**config.mk**
```make
export PLATFORM = sky130hd
export DESIGN_NAME = mpfb_fifo
export DESIGN_NICKNAME = d
export VERILOG_FILES = /design/src/hdl/mpfb_pkg.sv /design/src/hdl/mpfb_fifo.sv
export VERILOG_INCLUDE_DIRS = /design/src /design/src/hdl
export SDC_FILE = /design/constraint.sdc
export NUM_CORES = 1
export LEC_CHECK = 0
export BUFFER_PORTS_ARGS = -buffer_cell sky130_fd_sc_hd__buf_2
export CAP_MARGIN = 20
export CORE_UTILIZATION = 40
export CTS_CLUSTER_SIZE = 14
export DETAILED_ROUTE_END_ITERATION = 7
export SYNTH_ARGS = -nofsm -noshare
export SYNTH_HDL_FRONTEND = slang
export SYNTH_SLANG_ARGS = --single-unit
```
**constraint.sdc**
```tcl
create_clock -name i_clk -period 9.3 [get_ports i_clk]
set_input_delay 0 -clock i_clk [delete_from_list [all_inputs] [get_ports i_clk]]
set_output_delay 0 -clock i_clk [all_outputs]
set_load 0.1 [all_outputs]
```
**src/hdl/assert_macros.svh**
```systemverilog
// assertion macros shared by the rtl
`ifndef ASSERT_MACROS_SVH
`define ASSERT_MACROS_SVH
// assert that an implication holds at each clock, reset masks it
`define ASSERT_IMPL(label, clk, rst_n, ante, cons) \
    label: assert property (@(posedge clk) disable iff (!rst_n) (ante) |-> (cons)) \
        else $error("assertion failed");
// assert that an expression holds in the cycle after a condition
`define ASSERT_NEXT(label, clk, rst_n, ante, cons) \
    label: assert property (@(posedge clk) disable iff (!rst_n) (ante) |=> (cons)) \
        else $error("assertion failed");
`endif

```
**src/hdl/mpfb_pkg.sv**
```systemverilog
// package with constants and types of the page frame buffer
`timescale 1ns / 1ps
package mpfb_pkg;
    localparam int COLUMNS = 128;
    localparam int PAGES = 8;
    localparam int DEPTH = COLUMNS * PAGES;
    localparam int COL_W = $clog2(COLUMNS);
    localparam int PAGE_W = (PAGES > 1) ? $clog2(PAGES) : 1;
    localparam int ADDR_W = $clog2(DEPTH);
    localparam int ROWS = PAGES * 8;

    typedef enum logic [2:0] {
        F_WRITE  = 3'd0,
        F_TOGGLE = 3'd1,
        F_CLEAR  = 3'd2,
        F_FILLED = 3'd3,
        F_HOLLOW = 3'd4,
        F_PATB   = 3'd5,
        F_PATO   = 3'd6,
        F_READ   = 3'd7
    } t_func;

    // classified command handed from front to back
    typedef struct packed {
        t_func       func;
        logic [7:0]  pos_x;
        logic [7:0]  pos_y;
        logic [7:0]  rect_width;
        logic [7:0]  rect_height;
        logic        pixel_value;
        logic [7:0]  pattern_period;
        logic [15:0] pattern_slope;
        logic        empty;
    } t_cmd;

    localparam int CMD_W = $bits(t_cmd);

    typedef enum logic [3:0] {
        S_CLR_INIT, S_IDLE, S_CLR, S_PIX_RD, S_PIX_WR, S_RD, S_RD_WAIT,
        S_RECT_RD, S_RECT_WR, S_MOD, S_DONE
    } t_state;
endpackage

```
**src/hdl/mpfb_fifo.sv**
```systemverilog
// two entry command queue between front and back
`timescale 1ns / 1ps
`include "assert_macros.svh"
module mpfb_fifo (
    input  logic                 i_clk,
    input  logic                 i_rst_n,
    input  logic                 i_valid,
    output logic                 o_ready,
    input  mpfb_pkg::t_cmd       i_cmd,
    output logic                 o_valid,
    input  logic                 i_ready,
    output mpfb_pkg::t_cmd       o_cmd
);
    mpfb_pkg::t_cmd r_q [2];
    logic r_wp, r_rp;
    logic [1:0] r_cnt;
    logic push, pop;

    assign o_ready = (r_cnt != 2'd2);
    assign o_valid = (r_cnt != 2'd0);
    assign o_cmd = r_q[r_rp];
    assign push = i_valid && o_ready;
    assign pop = o_valid && i_ready;

    always_ff @(posedge i_clk) begin
        if (!i_rst_n) begin
            r_wp <= 1'b0;
            r_rp <= 1'b0;
            r_cnt <= 2'd0;
        end else begin
            if (push) r_wp <= ~r_wp;
            if (pop) r_rp <= ~r_rp;
            r_cnt <= r_cnt + {1'b0, push} - {1'b0, pop};
        end
    end
    always_ff @(posedge i_clk) begin
        if (push) r_q[r_wp] <= i_cmd;
    end

    `ASSERT_IMPL(a_cnt_range, i_clk, i_rst_n, 1'b1, r_cnt != 2'd3)
    `ASSERT_IMPL(a_ptr_full, i_clk, i_rst_n, r_cnt == 2'd2, r_wp == r_rp)
    `ASSERT_NEXT(a_out_held, i_clk, i_rst_n, o_valid && !i_ready, o_valid)
endmodule

```
Yosys cells after proc, flatten, opt, wreduce, memory -nomap -nowiden --
Memories as Yosys holds them, arrays and structs flattened. A register that Yosys moved wholly into a read port is not among the register bits. Index checks and enable logic that the tools add are counted.
Cells by class: reductions and logical operators 3, add/sub/neg operators 2, bitwise logic cells 2, mux-type cells 4, equality and inequality tests 1
Operators with widths (count):
- $mux 1 | 4
- $add 2x1->2 | 1
- $logic_and 1x1->1 | 2
- $ne 2x2->1 const B | 1
- $not 1->1 | 2
- $reduce_bool 2->1 | 1
- $sub 2x1->2 | 1
Storage, ports and cells: memory bits (writable) 122, memories kept 1, flip-flop bits (word level) 4
Memories:
- r_q | words 2, width 61, rd ports 1, clocked after Yosys merged registers in 1, wr ports 1, RTL line mpfb_fifo.sv:14 | mpfb_pkg::t_cmd r_q [2];

Depth between registers and ports, before layout --
depth in word-level cells 4, depth in mapped cells 8, gate-level depth less buffers 8

Worst setup path before layout --
No wires, ideal clock.
kind reg-to-reg, start point register r_cnt[0], end point memory r_q[0][0] (netlist bit) (enable), clock period less this slack 4482 ps, arrival 4001 ps, path slack 4818 ps, library setup time 480 ps, stages on the path, launching flop included 4, cell sequence dfxtp_1 -> nand2b_1 -> nand2_1 -> nor2_1
On the way: longest elaborated chain between the ends 4
RTL lines:
- from (decl) | RTL line mpfb_fifo.sv:16 | logic [1:0] r_cnt;
- from (signal assigned) | RTL line mpfb_fifo.sv:33 | r_cnt <= r_cnt + {1'b0, push} - {1'b0, pop};
- $ne 2x2->1 | RTL line mpfb_fifo.sv:19 | assign o_ready = (r_cnt != 2'd2);
- named net o_ready | RTL line mpfb_fifo.sv:8 | output logic o_ready,
- $logic_and 1x1->1 | RTL line mpfb_fifo.sv:22 | assign push = i_valid && o_ready;
- $mux 1 | RTL line mpfb_fifo.sv:37 | if (push) r_q[r_wp] <= i_cmd;
- $mux 1 (implied by the code) | RTL line mpfb_fifo.sv:37
- to (decl) | RTL line mpfb_fifo.sv:14
The timed path passes the listed nets, and every way through them passes these cells.

Worst setup path after layout --
start point register r_cnt[0], end point memory r_q[0][2] (netlist bit) (enable)
On the way: longest elaborated chain between the ends 4
RTL lines (RTL line):
- $ne 2x2->1 | mpfb_fifo.sv:19
- $logic_and 1x1->1 | mpfb_fifo.sv:22
- $mux 1 | mpfb_fifo.sv:37
- $mux 1 (implied by the code) | mpfb_fifo.sv:37
No other way between the ends.

==> impl_results.md <==
- Drt pass-1 iters: 4
- Die W: approximately 110 um
- Share of the synthesized area in the top cell type: 74.15%
- Crit end category: flop
- Slew Viols, Final: 0
- Initial DRC Count: 128
- Average wire per standard cell: 14.69 um
- Capturing point of the worst reg2reg path: r_q[0][2]$_DFFE_PP_
- Class of the worst hold path: input port to flop
- Clk root buf: clkbuf_16
- Ys Warns: 0
- Static Leakage: 2.713 nW
- Max IR drop VDD: roughly 0.21 mV
- CP required: 9.35 ns
- CTS resizes: 0
- Ranking of synthesized cells by area: edfxtp_1 (74%), mux2_4 (18%), buf_12 (2.4%), dfxtp_1 (2.0%), xnor2_1 (0.53%)
- Crit Path Class: flop to flop
- Starting Density: 41.14%
- Yosys cell types: 18
- Status: complete, no violations
- Site Rows: 40
- Worst-Skew Late Latency: 0.40 ns
- Period utilisation layout: 24.21%
- Pwr Density: around 340 nW/um2
- Total Routing Usage GR: 14.26%
- Synth area leader: edfxtp_1
- ANT nets after route: 0
- Hold Crit Start: i_ready
- Die Area: 12800 um2
- GR peak layer: met2
- Core area: around 12000 um2
- R2r worst-path depth: 4
- FF+latch count, synth: 127
- Area grow syn2layout: 38.34%
- DRC: 0
- Sequential fraction of the synthesis area: between 70% and 80%
- Unrepaired setup endpoints after global routing: false
- # port buffers: between 100 and 150
- Antenna violations before repair: 1
- Clock Sinks: 127
- Total congestion overflow: 0
- Number of global-route vias before repair: 2688
- Most frequent cells after synthesis: edfxtp_1 (122), mux2_4 (60), buf_12 (6), dfxtp_1 (5), xnor2_1 (3)
- Reg clk slew, reported paths: 0.05 ns
- Layout Utilization: 56.91%
- Boundary Pins: 128
- DP HPWL: approximately 5.0 mm
- Met2 Use GR: between 20% and 30%
- Die Ht: about 110 um
- First-pass GRT wire length: ~13 mm
- Setup TNS: 0 ns
- CTS H-tree lvls: 4
- Mean Syn Cell Area: 23.09 um2
- CTS tree: built
- CTS Hold Buffers Added: between 60 and 70
- Met3 usage: about 5.4%
- DR vias: 2593
- Clock period minus worst slack: 2.251 ns
- Drt via density: 4.478
- Drt total wl: 8.504 mm
- Worst Skew: 0.005319 ns
- Met1 usage in global routing: 16.95%
- Cells on Worst Hold Path: 4
- # fillers: 940
- Slew headroom: 42.61%
- Syn nets: 281
- Final hold viol count: 0
- Post-synth EDFFs: 122
- RePlAce Congestion: 0.7177
- Mapped Area: slightly below 5000 um2
- Total CTS buffers: 17
- Layout cell share with drive strength beyond 1: 50.58%
- Crit path DAT: around 2.3 ns
- Top-count cell post-synth: edfxtp_1
- Synth async-reset ratio: 0%
- Post-synth top flop: edfxtp_1
- Reg2Reg Setup Slack: about 7.0 ns
- Slew at the pin closest to its max-slew limit: 0.8587 ns
- # setup viols final: 0
- Largest net degree at the start of global routing: 62
- Max Fclk: between 400 and 500 MHz
- R2R Path Start: r_cnt[0]$_SDFF_PN0_
- Maximum clock path buffer count: 2
- Crit path max fanout: 33
- Setup Buffers After CTS: 0
- Worst Setup Start Kind: flop
- Synthesized instance count: 214
- Final net count: 487
- Max-cap violations: 0
[cell usage in the layout (no fill, tap or decap), types with 2 or more instances in the layout]
| cell | synthesis | routed |
|---|---|---|
| dfxtp_1 | 5 | 4 |
| ha_1 | 2 | 2 |
| dlygate4sd3_1 | 0 | 63 |
| clkinv_2 | 0 | 2 |
| clkbuf_16 | 0 | 17 |
| nor2b_1 | 2 | 2 |
| nand2b_1 | 2 | 2 |
| clkinv_1 | 0 | 5 |
| mux2_4 | 60 | 60 |
| edfxtp_1 | 122 | 122 |
| nand2_1 | 2 | 2 |
| xnor2_1 | 3 | 3 |
| buf_2 | 0 | 127 |
| clkinvlp_4 | 0 | 2 |
| and2_1 | 2 | 2 |
| buf_4 | 0 | 3 |
| clkbuf_1 | 0 | 3 |
[final cells by class]
class | instances | area [um2] | share of cell area, %
Sequential cell | 127 | 3767 | 55.12
Tap cell | 147 | 183.9 | 2.691
Multi-Input combinational cell | 79 | 1051 | 15.38
Clock buffer | 20 | 436.7 | 6.388
Timing Repair Buffer | 194 | 1316 | 19.26
Inverter | 1 | 3.754 | 0.05491
Clock inverter | 10 | 73.82 | 1.080
Antenna cell | 1 | 2.502 | 0.03661
[registers in the layout, summed over array words and instances, names as in the netlist, named ones only]
name and flops:
r_q 122, r_cnt 2, r_rp 1, r_wp 1
[layer usage]
layer / share of wire [%] / vias to the layer above / routed length, um
met5: 0 / - / 0
met4: 1.6 / 0 / 134
met3: 6.2 / 14 / 526
met2: 49 / 82 / 4134
met1: 44 / 1241 / 3708
li1: - / 1256 / -
[through the flow]
stage | area, um2 | hold slack [ns] | worst slack [ns] | power, W | cells
2_1_floorplan | 4941 | 0.09887 | 4.818 | 0.001667 | 214
3_3_place_gp | 5664 | 0.1885 | 7.023 | 0.001754 | 484
3_5_place_dp | 5664 | 0.1921 | 6.961 | 0.001763 | 484
4_1_cts | 6805 | 0.08724 | 6.884 | 0.002361 | 577
5_1_grt | 6835 | 0.1321 | 6.864 | 0.002418 | 579
6_report | 6835 | 0.09517 | 7.049 | 0.002339 | 579
[kinds of logic after synthesis]
family | synth area share (%)
adders and majority gates | 0.5064
AOI/OAI and AO/OA | 0.1520
buffers and inverters | 2.735
and+or+nand+nor | 1.241
DFF | 76.17
muxes | 18.66
xor gates and xnor gates | 0.5319
[worst max-delay path, stage by stage, from the launching register on]
cell and delay (ns):
dfxtp_1 0.36, nand2b_1 0.15, nand2_1 0.14, nor2_4 0.68, buf_4 0.52
[where the power goes]
group | internal [W] | total (W) | switching, W
Clock | 0.000357 | 0.000573 | 0.000215
Combinational | 0.000240 | 0.00102 | 0.000785
Sequential | 0.000721 | 0.000741 | 0.0000204
Total | 0.00132 | 0.00234 | 0.00102
[worst max path at each step]
stage / slack (ns) / cells after the start / startpoint / end
6_report: 7.05 / 4 / r_cnt[0]$_SDFF_PN0_ / r_q[0][2]$_DFFE_PP_
5_1_grt: 6.86 / 4 / r_cnt[0]$_SDFF_PN0_ / r_q[0][7]$_DFFE_PP_
4_1_cts: 6.88 / 3 / flop / o_cmd[42]
3_5_place_dp: 6.96 / 4 / r_cnt[0]$_SDFF_PN0_ / r_q[0][12]$_DFFE_PP_
3_3_place_gp: 7.02 / 4 / r_cnt[0]$_SDFF_PN0_ / r_q[0][18]$_DFFE_PP_
2_1_floorplan: 4.82 / 3 / r_cnt[0]$_SDFF_PN0_ / r_q[0][0]$_DFFE_PP_
Note: power is estimated with default switching activity, not from simulation.
